`config.mk`:
```
export PLATFORM = sky130hd
export DESIGN_NAME = gaussian_kernel_weights_flat
export DESIGN_NICKNAME = d
export VERILOG_FILES = /design/src/rtl/gkw_pkg.sv /design/src/rtl/gkw_if.sv /design/src/rtl/gaussian_kernel_weights.sv /design/src/rtl/gkw_div.sv /design/src/flat_wrapper.sv
export SDC_FILE = /design/constraint.sdc
export NUM_CORES = 2
export LEC_CHECK = 0
export BUFFER_PORTS_ARGS = -buffer_cell sky130_fd_sc_hd__buf_2
export CAP_MARGIN = 20
export CORE_ASPECT_RATIO = 0.5
export CORE_UTILIZATION = 40
export CTS_CLUSTER_SIZE = 25
export DETAILED_ROUTE_END_ITERATION = 10
export GPL_TIMING_DRIVEN = 1
export MAX_ROUTING_LAYER = met4
export SLEW_MARGIN = 15
export SYNTH_ARGS = -nofsm -noshare
export SYNTH_HDL_FRONTEND = slang
export SYNTH_HIERARCHICAL = 1
export SYNTH_SLANG_ARGS = --single-unit
```
`constraint.sdc`:
```
create_clock -name clk -period 14.27 [get_ports clk]
set_input_delay 0.7135 -clock clk [delete_from_list [all_inputs] [get_ports clk]]
set_output_delay 0.7135 -clock clk [all_outputs]
set_load 0.05 [all_outputs]
```
`src/rtl/gkw_pkg.sv`:
```
// Types, constants and helper functions of the Gaussian kernel weight generator.
`timescale 1ns / 1ps
package gkw_pkg;
	localparam int DIV_W = 42;
	localparam int DIVISOR_W = 32;
	localparam int MUL_W = 31;
	localparam int PROD_W = 2 * MUL_W;
	localparam logic [30:0] Q30_ONE = 31'h4000_0000;
	localparam logic [23:0] RAW_ONE = 24'h80_0000;
	localparam logic [DIV_W-1:0] EXP_CUTOFF = DIV_W'(17) << 16;
	localparam logic [15:0] W_MAX = 16'hFFFF;
	// Reciprocal of three scaled by 2^30, exact for dividends below 2^29.
	localparam logic [30:0] RECIP3 = 31'h1555_5556;

	typedef logic [PROD_W-1:0] prod_t;

	function automatic logic [31:0] round_q30(input prod_t p);
		prod_t s;
		s = p + (PROD_W'(1) << 29);
		return 32'(s >> 30);
	endfunction
endpackage

```
`src/rtl/gkw_if.sv`:
```
// Valid/ready channel interfaces for kernel requests and tap results.
`timescale 1ns / 1ps
interface gkw_req_if;
	logic        valid;
	logic        ready;
	logic [15:0] sigma;
	logic [4:0]  radius;
	modport source(output valid, sigma, radius, input ready);
	modport sink(input valid, sigma, radius, output ready);
endinterface

interface gkw_rsp_if;
	logic        valid;
	logic        ready;
	logic [5:0]  tap_index;
	logic [15:0] weight;
	logic        last_tap;
	modport source(output valid, tap_index, weight, last_tap, input ready);
	modport sink(input valid, tap_index, weight, last_tap, output ready);
endinterface

```
`src/rtl/gaussian_kernel_weights.sv`:
```
// Top level of the normalized one-dimensional Gaussian kernel generator.
// The req channel takes a sigma (unsigned Q8.8) and a radius r; a radius above
// MAX_RADIUS is treated as MAX_RADIUS. The rsp channel then gives 2r+1 taps in
// order of distance r down to 0 and back up to r, each with its index, its
// Q0.16 weight and a last_tap flag on the final one.
// One shared multiplier and one bit-per-cycle divider do all arithmetic under
// a sequencer. Each nonzero distance, if sigma is nonzero, takes one division
// for the exponent and, below the cutoff, the series, with the division by
// three as a reciprocal multiply and the eight squarings; every distance then
// adds to the sum. Each tap then takes a normalizing division; the divider
// sets the run time of a full kernel.
// req.ready is high only while the block is idle, so one kernel is worked on
// at a time. Each tap waits in an output register until it is taken; a stall
// on rsp holds the tap and the sequencer. After reset the block is idle and
// ready, with no tap pending.
`timescale 1ns / 1ps
module gaussian_kernel_weights
	import gkw_pkg::*;
#(
	parameter int MAX_RADIUS = 31
) (
	input logic       clk,
	input logic       arst_n,
	gkw_req_if.sink   req,
	gkw_rsp_if.source rsp
);
	localparam int DEPTH = MAX_RADIUS + 1;
	localparam int AW = (DEPTH > 1) ? $clog2(DEPTH) : 1;

	localparam logic [3:0] S_IDLE = 4'd0;
	localparam logic [3:0] S_SQ   = 4'd1;
	localparam logic [3:0] S_N    = 4'd2;
	localparam logic [3:0] S_DIV1 = 4'd3;
	localparam logic [3:0] S_M1   = 4'd4;
	localparam logic [3:0] S_DIV3 = 4'd5;
	localparam logic [3:0] S_M2   = 4'd6;
	localparam logic [3:0] S_M3   = 4'd7;
	localparam logic [3:0] S_SQR  = 4'd8;
	localparam logic [3:0] S_RAW  = 4'd9;
	localparam logic [3:0] S_ACC  = 4'd10;
	localparam logic [3:0] S_RD   = 4'd11;
	localparam logic [3:0] S_DV   = 4'd12;
	localparam logic [3:0] S_DIVN = 4'd13;
	localparam logic [3:0] S_OUT  = 4'd14;

	logic [3:0]  state_q;
	logic [15:0] sigma_q;
	logic [4:0]  r_q;
	logic [4:0]  n_q;
	logic [5:0]  k_q;
	logic [2:0]  sqr_cnt_q;
	logic [31:0] sq_q;
	logic [30:0] y_q;
	logic [30:0] p_q;
	logic [23:0] raw_q;
	logic [31:0] sum_q;
	logic [23:0] rdata_q;
	logic [23:0] raw_mem [DEPTH];
	logic        valid_q;
	logic [5:0]  tap_q;
	logic [15:0] weight_q;
	logic        last_q;

	logic [4:0]           r_eff;
	logic [9:0]           nsq;
	logic [5:0]           tap_dist;
	logic [MUL_W-1:0]     mul_a;
	logic [MUL_W-1:0]     mul_b;
	prod_t                prod;
	logic [31:0]          rnd;
	logic                 div_start;
	logic [DIV_W-1:0]     div_dvd;
	logic [DIVISOR_W-1:0] div_dsr;
	logic                 div_done;
	logic [DIV_W-1:0]     div_q;
	logic [31:0]          raw_pre;

	assign r_eff = (req.radius > 5'(MAX_RADIUS)) ? 5'(MAX_RADIUS) : req.radius;
	assign nsq = 10'(n_q) * 10'(n_q);
	assign tap_dist = (k_q <= 6'(r_q)) ? 6'(r_q) - k_q : k_q - 6'(r_q);
	assign prod = PROD_W'(mul_a) * PROD_W'(mul_b);
	assign rnd = round_q30(prod);
	assign raw_pre = (32'(p_q) + 32'd64) >> 7;

	always_comb begin
		mul_a = p_q;
		mul_b = p_q;
		div_start = 1'b0;
		div_dvd = DIV_W'(nsq) << 31;
		div_dsr = sq_q;
		unique case (state_q)
			S_SQ: begin
				mul_a = MUL_W'(sigma_q);
				mul_b = MUL_W'(sigma_q);
			end
			S_N: begin
				div_start = (n_q != '0) && (sigma_q != '0);
			end
			S_M1: begin
				mul_a = y_q;
			end
			S_DIV3: begin
				mul_b = RECIP3;
			end
			S_M2, S_M3: begin
				mul_a = y_q;
			end
			S_DV: begin
				div_start = 1'b1;
				div_dvd = (DIV_W'(rdata_q) << 16) + DIV_W'(sum_q >> 1);
				div_dsr = sum_q;
			end
			default: begin
				mul_a = p_q;
			end
		endcase
	end

	gkw_div u_div (
		.clk      (clk),
		.arst_n   (arst_n),
		.start    (div_start),
		.dividend (div_dvd),
		.divisor  (div_dsr),
		.done     (div_done),
		.quotient (div_q)
	);

	always_ff @(posedge clk or negedge arst_n) begin
		if (!arst_n) begin
			state_q <= S_IDLE;
			valid_q <= 1'b0;
			n_q <= '0;
			k_q <= '0;
			sqr_cnt_q <= '0;
			sum_q <= '0;
		end else begin
			unique case (state_q)
				S_IDLE: begin
					if (req.valid) begin
						state_q <= S_SQ;
						n_q <= '0;
						sum_q <= '0;
					end
				end
				S_SQ: state_q <= S_N;
				S_N: begin
					if ((n_q == '0) || (sigma_q == '0)) begin
						state_q <= S_ACC;
					end else begin
						state_q <= S_DIV1;
					end
				end
				S_DIV1: begin
					if (div_done) begin
						state_q <= (div_q >= EXP_CUTOFF) ? S_ACC : S_M1;
					end
				end
				S_M1: state_q <= S_DIV3;
				S_DIV3: state_q <= S_M2;
				S_M2: state_q <= S_M3;
				S_M3: begin
					state_q <= S_SQR;
					sqr_cnt_q <= '0;
				end
				S_SQR: begin
					sqr_cnt_q <= sqr_cnt_q + 1'b1;
					if (sqr_cnt_q == 3'd7) begin
						state_q <= S_RAW;
					end
				end
				S_RAW: state_q <= S_ACC;
				S_ACC: begin
					sum_q <= sum_q + ((n_q == '0) ? 32'(raw_q) : (32'(raw_q) << 1));
					if (n_q == r_q) begin
						state_q <= S_RD;
						k_q <= '0;
					end else begin
						n_q <= n_q + 1'b1;
						state_q <= S_N;
					end
				end
				S_RD: state_q <= S_DV;
				S_DV: state_q <= S_DIVN;
				S_DIVN: begin
					if (div_done) begin
						state_q <= S_OUT;
						valid_q <= 1'b1;
					end
				end
				S_OUT: begin
					if (rsp.ready) begin
						valid_q <= 1'b0;
						if (k_q == {r_q, 1'b0}) begin
							state_q <= S_IDLE;
						end else begin
							k_q <= k_q + 1'b1;
							state_q <= S_RD;
						end
					end
				end
				default: state_q <= S_IDLE;
			endcase
		end
	end

	always_ff @(posedge clk) begin
		if (state_q == S_IDLE) begin
			sigma_q <= req.sigma;
			r_q <= r_eff;
		end
		if (state_q == S_SQ) begin
			sq_q <= prod[31:0];
		end
		if (state_q == S_N) begin
			raw_q <= (n_q == '0) ? RAW_ONE : '0;
		end
		if ((state_q == S_DIV1) && div_done) begin
			y_q <= 31'(div_q[20:0]) << 6;
			p_q <= Q30_ONE - (31'(div_q[20:0]) << 4);
		end
		if (state_q == S_M1) begin
			p_q <= rnd[30:0];
		end
		if (state_q == S_DIV3) begin
			p_q <= Q30_ONE - 31'(prod >> 30);
		end
		if (state_q == S_M2) begin
			p_q <= Q30_ONE - 31'(rnd >> 1);
		end
		if (state_q == S_M3) begin
			p_q <= Q30_ONE - rnd[30:0];
		end
		if (state_q == S_SQR) begin
			p_q <= rnd[30:0];
		end
		if (state_q == S_RAW) begin
			raw_q <= (raw_pre > 32'(RAW_ONE)) ? RAW_ONE : raw_pre[23:0];
		end
		if ((state_q == S_DIVN) && div_done) begin
			tap_q <= k_q;
			last_q <= (k_q == {r_q, 1'b0});
			weight_q <= (div_q > DIV_W'(W_MAX)) ? W_MAX : div_q[15:0];
		end
	end

	always_ff @(posedge clk) begin
		if (state_q == S_ACC) begin
			raw_mem[n_q[AW-1:0]] <= raw_q;
		end
		rdata_q <= raw_mem[tap_dist[AW-1:0]];
	end

	assign req.ready = (state_q == S_IDLE);
	assign rsp.valid = valid_q;
	assign rsp.tap_index = tap_q;
	assign rsp.weight = weight_q;
	assign rsp.last_tap = last_q;
endmodule

```
`src/rtl/gkw_div.sv`:
```
// Restoring divider that produces one quotient bit per cycle.
`timescale 1ns / 1ps
module gkw_div
	import gkw_pkg::*;
(
	input  logic                 clk,
	input  logic                 arst_n,
	input  logic                 start,
	input  logic [DIV_W-1:0]     dividend,
	input  logic [DIVISOR_W-1:0] divisor,
	output logic                 done,
	output logic [DIV_W-1:0]     quotient
);
	localparam int CW = $clog2(DIV_W + 1);

	logic [CW-1:0]        cnt_q;
	logic                 done_q;
	logic [DIV_W-1:0]     dvd_q;
	logic [DIVISOR_W-1:0] dsr_q;
	logic [DIVISOR_W-1:0] rem_q;
	logic [DIVISOR_W:0]   rem_sh;
	logic                 ge;

	assign rem_sh = {rem_q, dvd_q[DIV_W-1]};
	assign ge = rem_sh >= {1'b0, dsr_q};

	always_ff @(posedge clk or negedge arst_n) begin
		if (!arst_n) begin
			cnt_q <= '0;
			done_q <= 1'b0;
		end else begin
			done_q <= (cnt_q == CW'(1));
			if (start) begin
				cnt_q <= CW'(DIV_W);
			end else if (cnt_q != '0) begin
				cnt_q <= cnt_q - 1'b1;
			end
		end
	end

	always_ff @(posedge clk) begin
		if (start) begin
			dvd_q <= dividend;
			dsr_q <= divisor;
			rem_q <= '0;
		end else if (cnt_q != '0) begin
			rem_q <= ge ? DIVISOR_W'(rem_sh - {1'b0, dsr_q}) : rem_sh[DIVISOR_W-1:0];
			dvd_q <= {dvd_q[DIV_W-2:0], ge};
		end
	end

	assign done = done_q;
	assign quotient = dvd_q;
endmodule

```
`src/flat_wrapper.sv`:
```
// flat-port wrapper written by rule: the top's interface ports become plain ports
module gaussian_kernel_weights_flat import gkw_pkg::*;
#(
	parameter int MAX_RADIUS = 31
)
  (clk, arst_n, req_valid, req_sigma, req_radius, req_ready, rsp_valid, rsp_tap_index, rsp_weight, rsp_last_tap, rsp_ready);
  gkw_req_if req_i ();
  gkw_rsp_if rsp_i ();
  input logic clk;
  input logic arst_n;
  input wire logic [$bits(req_i.valid)-1:0] req_valid;
  input wire logic [$bits(req_i.sigma)-1:0] req_sigma;
  input wire logic [$bits(req_i.radius)-1:0] req_radius;
  output wire logic [$bits(req_i.ready)-1:0] req_ready;
  output wire logic [$bits(rsp_i.valid)-1:0] rsp_valid;
  output wire logic [$bits(rsp_i.tap_index)-1:0] rsp_tap_index;
  output wire logic [$bits(rsp_i.weight)-1:0] rsp_weight;
  output wire logic [$bits(rsp_i.last_tap)-1:0] rsp_last_tap;
  input wire logic [$bits(rsp_i.ready)-1:0] rsp_ready;
  assign req_i.valid = req_valid;
  assign req_i.sigma = req_sigma;
  assign req_i.radius = req_radius;
  assign req_ready = req_i.ready;
  assign rsp_valid = rsp_i.valid;
  assign rsp_tap_index = rsp_i.tap_index;
  assign rsp_weight = rsp_i.weight;
  assign rsp_last_tap = rsp_i.last_tap;
  assign rsp_i.ready = rsp_ready;
  gaussian_kernel_weights #(.MAX_RADIUS(MAX_RADIUS)) u_core (.clk(clk), .arst_n(arst_n), .req(req_i), .rsp(rsp_i));
endmodule
```
# Yosys cells after proc, flatten, opt, wreduce, memory -nomap -nowiden
# Memories as Yosys holds them, arrays and structs flattened. A register that Yosys moved wholly into a read port is not among the register bits.
# Index checks and enable logic that the tools add are counted.
op_classes:
  n_addsub: 15
  eq_ne: 26
  reduce_logical: 23
  n_mux: 47
  mul: 2
  order_cmp: 6
ops:
  columns: ["operator", "n"]
  rows:
  - ["$mux 31", 6]
  - ["$mux 42", 3]
  - ["$pmux 31 s2", 2]
  - ["$mux 24", 4]
  - ["$mux 32", 3]
  - ["$sub 31x31->31 const A", 3]
  - ["$pmux 32 s2", 1]
  - ["$add 62x30->62 const B", 1]
  - ["$mul 31x31->62", 1]
  - ["$pmux 4 s15", 1]
  - ["$ge 42x21->1 const B", 1]
  - ["$gt 42x16->1 const B", 1]
  - ["$add 40x31->41", 1]
  - ["$mux 4", 9]
  - ["$ge 33x32->1", 1]
  - ["$add 31x7->32 const B", 1]
  - ["$add 32x32->32", 1]
  - ["$sub 32x32->32", 1]
  - ["$sub 31x25->31 const A", 1]
  - ["$mux 6", 5]
  - ["$eq 4x4->1 const B", 7]
  - ["$gt 25x24->1 const B", 1]
  - ["$mux 25", 1]
  - ["$eq 4x3->1 const B", 4]
  - ["other kinds (36)", 59]
word_totals:
  ram_bits: 768
  n_memories: 1
  ff_bits: 316
  wordCells: 140
memory_table:
  columns: ["memory", "depth", "width", "rd", "rd_ports_with_merged_regs", "wr", "line_no", "source"]
  rows:
  - ["u_core.raw_mem", 32, 24, 1, 1, 1, "gaussian_kernel_weights.sv:58", "logic [23:0] raw_mem [DEPTH];"]

# Logic depth before layout (Yosys ltp)
depth:
  depth_word: 10
  depth_mapped: 50

# By module
# Netlist, hierarchy kept.
by_module_without_submodules:
  columns: ["mod", "cells_each", "area_per_inst_um2", "instances"]
  rows:
  - ["gaussian_kernel_weights", 7049, 77795.9, 1]
  - ["gkw_div", 629, 6493.7, 1]

# Worst setup path before layout
# OpenSTA, ideal clock, no wires.
synth_timing:
  path_type: "flip-flop to flip-flop"
  startpoint: "reg u_core.state_q[0]"
  endpoint: "reg u_core.p_q[29] (data pin)"
  setup_ns: 0.271
  period_less_slack_ns: 12.053
  path_stages_with_launch: 46
  t_arrival_ns: 11.782
  required_time_ns: 13.999
  slack_ns: 2.217
  path_cell_list: "dfrtp_1 > clkbuf_1 > nor2b_1 > nand2_1 > inv_1 > clkbuf_1 > buf_1 > nand2_1 > nand2_1 > nand2_1 > fa_1 > inv_1 > fa_1 > fa_1 > inv_1 > fa_1 > inv_1 > fa_1 > [... 10 more ...] > a211oi_1 > o21bai_1 > or2_4 > o211ai_1 > and2_1 > ha_1 > nand2b_1 > a21o_1 > nand2_1 > xnor2_1 > ha_1 > o21ai_0 > a211oi_1 > nand4b_4 > or4_1 > o41ai_1 > a21o_1 > o211ai_1"
synth_via:
  elab_chain_len: 10
synth_rtl:
  columns: ["item", "line_no", "source"]
  rows:
  - ["start, declared", "gaussian_kernel_weights.sv:46", "logic [3:0] state_q;"]
  - ["start signal, assigned", "gaussian_kernel_weights.sv:156", "state_q <= (div_q >= EXP_CUTOFF) ? S_ACC : S_M1;"]
  - ["$eq 4x3->1", "gaussian_kernel_weights.sv:91", "unique case (state_q)"]
  - ["$reduce_or 3->1 (no source line)", null, null]
  - ["$pmux 31 s2", "gaussian_kernel_weights.sv:91", null]
  - ["$mul 31x31->62 (*)", "gaussian_kernel_weights.sv:81", "assign prod = PROD_W'(mul_a) * PROD_W'(mul_b);"]
  - ["net u_core.prod[31]", "gaussian_kernel_weights.sv:69", "prod_t prod;"]
  - ["parallel branches: the longest is 5 deep, another holds $add 62x30->62", null, null]
  - ["$mux 31 (*)", "gaussian_kernel_weights.sv:234", "if (state_q == S_SQR) begin"]
  - ["end signal, assigned", "gaussian_kernel_weights.sv:226", "p_q <= Q30_ONE - 31'(prod >> 30);"]
  - ["end signal, assigned", "gaussian_kernel_weights.sv:229", "p_q <= Q30_ONE - 31'(rnd >> 1);"]
  - ["end signal, assigned", "gaussian_kernel_weights.sv:232", "p_q <= Q30_ONE - rnd[30:0];"]
  - ["end, declared", "gaussian_kernel_weights.sv:54", "logic [30:0] p_q;"]
# Mark *: on every way through the listed nets, which the timed path passes.
# A chain may end at the register's enable or synchronous reset.

# Worst setup path after layout
layout_timing:
  startpoint: "reg u_core.state_q[3]"
  endpoint: "reg u_core.p_q[29] (data pin)"
layout_via:
  elab_chain_len: 10
layout_rtl:
  columns: ["item", "line_no"]
  rows:
  - ["parallel branches: the longest is 9 deep, another holds $mul 31x31->62", null]
  - ["$mux 31 (*)", "gaussian_kernel_weights.sv:234"]
# Mark *: on every way between the ends.

==> flow_summary.yaml <==
synthesis:
  async_reset_ff_share_pct: 5.235
  synth_top_area_share_pct: 35.41
  ys_seq_elements: 1108
  synth_area_um2: 84290
  yosys.area.top_type: "edfxtp_1"
  syn_nets: 8911
  yosys-mux-area-fraction_pct: 6.381
  synth_cell_type_count: 120
  synth_compound_area_share_pct: 7.453
  synth_seq_area_share_pct: 38.46
  yosysWarnings: 6
  synth_top_family_by_area: "adder cells"
  synth-edff-count: 994
  synthXorXnorAreaFrac_pct: 2.947
  synth_simple_gate_area_share_pct: 13.12
  synthAdderAreaFrac_pct: 25.46
  synthCells: 7678
  synth_ff_type: "edfxtp_1"
  synthTopCellsByArea: "edfxtp_1, fa_1, ha_1"
  synth_area_per_cell_um2: 10.98
sta:
  drv_slew: 0
  slew_headroom_pct: 23.96
  setup_ws_ns: 0.5598
  period_share_pct: 96.08
  tns_ns: 0
  finClkSkew_ns: 0.04704
  rsz0062_at_grt: "no"
  hold_viol: 0
  max_freq_ghz: 0.07294
  finalSetupViolCount: 0
  min_period_ns: 13.71
  worst_pin_slew_ns: 1.141
global_routing:
  grt_max_degree: 144
  gr-total-overflow: 0
  first_global_vias: 59449
  grt_use_total_pct: 27.16
  antenna_found_initial: 4
  grt_pass1_wl_mm: 411.2
die:
  die_h_um: 326.6
  num_rows: 118
  die_w_um: 651.2
  ios: 50
  initial_utilization_pct: 40.49
  core_um2: 208200
  die_area_um2: 212700
worst_setup_path:
  worstSetupStartpoint: "u_core/state_q[3]$_DFFE_PN0P_"
  arrival_ns: 14.19
  r2r-start: "u_core/state_q[3]$_DFFE_PN0P_"
  crit_path_max_incr_delay_ns: 0.67
  crit_type: "flip-flop to flip-flop"
  path_max_fanout: 25
  start_kind: "flip-flop"
  cp_slowest_cell: "dfrtp_1"
  end_kind: "flip-flop"
  cp.required_ns: 14.75
  cpMostUsedCell: "fa_1"
clock_tree:
  cts-root-buf: "clkbuf_16"
  cts_hold_buffers: 0
  clkLatencyLatePin_ns: 0.75
  cts_tree: "built"
  path_clk_slew_ns: 0.07
  htreeDepth: 3
  cts.sinks: 1108
  cts_buffer_depth: 3
  cts_buffers: 108
outcome:
  status: "finished clean"
drt:
  firstDrtPassIters: 9
  ant_nets: 0
  drc_errors: 0
  vias: 59666
  avgRoutedWirePerCell_um: 26.53
  drt-initial-drc-count: 6891
  vias_per_cell: 5.664
  wl_mm: 279.4
cells_and_area:
  post-route-util_pct: 44.38
  drive_gt1_share_pct: 10.95
  area_growth_syn_to_layout_pct: 9.610
  nets: 8915
min_path:
  worstHoldStart: "req_radius[0]"
  min_path_type: "primary input to flip-flop"
place:
  place_congestion: 1.037
  io_buffers: 49
  dp_slack_ns: 0.4774
  dp_hpwl_mm: 205.9
run:
  max_cap_viol_count: 0
-- final cells by class --
class / instances / area (um2)
Tap cell: 2760 / 3453
Antenna cell: 4 / 10.01
Sequential cell: 1108 / 32420
Timing Repair Buffer: 289 / 2140
Inverter: 976 / 3664
Clock buffer: 137 / 2904
Clock inverter: 62 / 788.3
Multi-Input combinational cell: 5199 / 47010
Fill cell: 19537 / 115800
-- critical path: cells and delay by family, from the launching register on --
family          cells  cell delay [ns]
compound gates     10             3.35
mux                 1             0.43
buf+inv            10             1.71
flops               1             0.67
simple gates        9             2.50
fa+ha+maj           9             4.73
-- flip-flops by register name, indices dropped and copies added, names as in the netlist, 3 cells and up --
name / flops
u_core/k_q: 6
u_core/n_q: 5
u_core/p_q: 31
u_core/r_q: 5
u_core/raw_mem: 768
u_core/raw_q: 24
u_core/rdata_q: 24
u_core/rsp.tap_index: 6
u_core/rsp.weight: 16
u_core/sigma_q: 16
u_core/sq_q: 32
u_core/sqr_cnt_q: 3
u_core/state_q: 4
u_core/sum_q: 32
u_core/u_div/cnt_q: 6
u_core/u_div/dsr_q: 32
u_core/u_div/quotient: 42
u_core/u_div/rem_q: 32
u_core/y_q: 21
-- synth_stat cells (all sizes together) (21+ instances only) --
master,count
nand2,1034
edfxtp,994
inv,973
fa,845
nor2,730
ha,363
clkbuf,338
nand3,232
a21oi,207
o21ai,205
mux4,193
xnor2,171
xor2,110
nor3,92
a21o,90
and3,80
mux2,73
and2,67
a211oi,59
dfrtp,58
buf,57
dfxtp,56
nand2b,53
nand4,48
o211ai,39
nor4,32
a31oi,30
nor2b,30
o21bai,30
o22ai,25
a22o,24
a22oi,24
mux2i,21
o31ai,21
or4,21
-- layout by cell type, fill, tap and decap left out, drive strengths merged, types with 53 or more instances in the layout --
cell type  instances
clkbuf           137
xor2             110
a21oi            207
dfxtp             56
xnor2            171
nand3            232
buf              289
inv              980
and3              80
mux4             193
nand2b            53
a21o              90
nor2             730
mux2              73
ha               363
dfrtp             58
o21ai            205
and2              67
nand2           1034
edfxtp           994
nor3              92
fa               845
a211oi            59
-- repair_timing --
action                     in CTS  in global routing
resized for setup               0                  3
buffers inserted                0                  1
setup endpoints to repair       0                 11
-- cells by family after synthesis --
logic type	count (synthesis)
AO/OA/AOI/OAI	926
XOR/XNOR	281
adder cells (fa/ha/maj)	1208
buffers and inverters	1371
flip-flops	1108
multiplexers	287
other	1
AND/OR/NAND/NOR	2496
-- through the flow --
step	hold WS, ns	instances	cell area (um2)
final	0.1409	10535	92390
after global routing	0.1010	10532	92380
after CTS	0.08317	10528	92310
after detailed placement	0.4721	10329	88620
after global placement	0.4568	10325	88570
after floorplan	0.4179	7678	84290
-- layer usage --
layer	up-vias	GRT usage [%]	share of wire (%)
li1	26053	-	-
met1	30356	37.74	43
met2	2811	40.07	44
met3	446	5.710	9.6
met4	0	8.148	3.4
met5	-	-	0
-- path summary, 6_finish.rpt --
check | endpoint | slack [ns] | depth (start not counted)
setup / recovery | u_core/p_q[29]$_DFFE_PP_ | 0.56 | 39
hold / removal | u_core/r_q[0]$_SDFFCE_PN1P_ | 0.14 | 1
setup reg to reg | u_core/p_q[29]$_DFFE_PP_ | 0.56 | 39
hold reg to reg | u_core/u_div/rem_q[1]$_SDFFE_PP0P_ | 0.48 | 2
max in group asynchronous | u_core/sum_q[10]$_DFFE_PN0P_ | 13.50 | 2
min in group asynchronous | u_core/u_div/cnt_q[0]$_DFFE_PN0P_ | 0.18 | 2
Power is not shown: default switching activity piles up to over one toggle a cycle in this logic, so the estimate is an artifact.
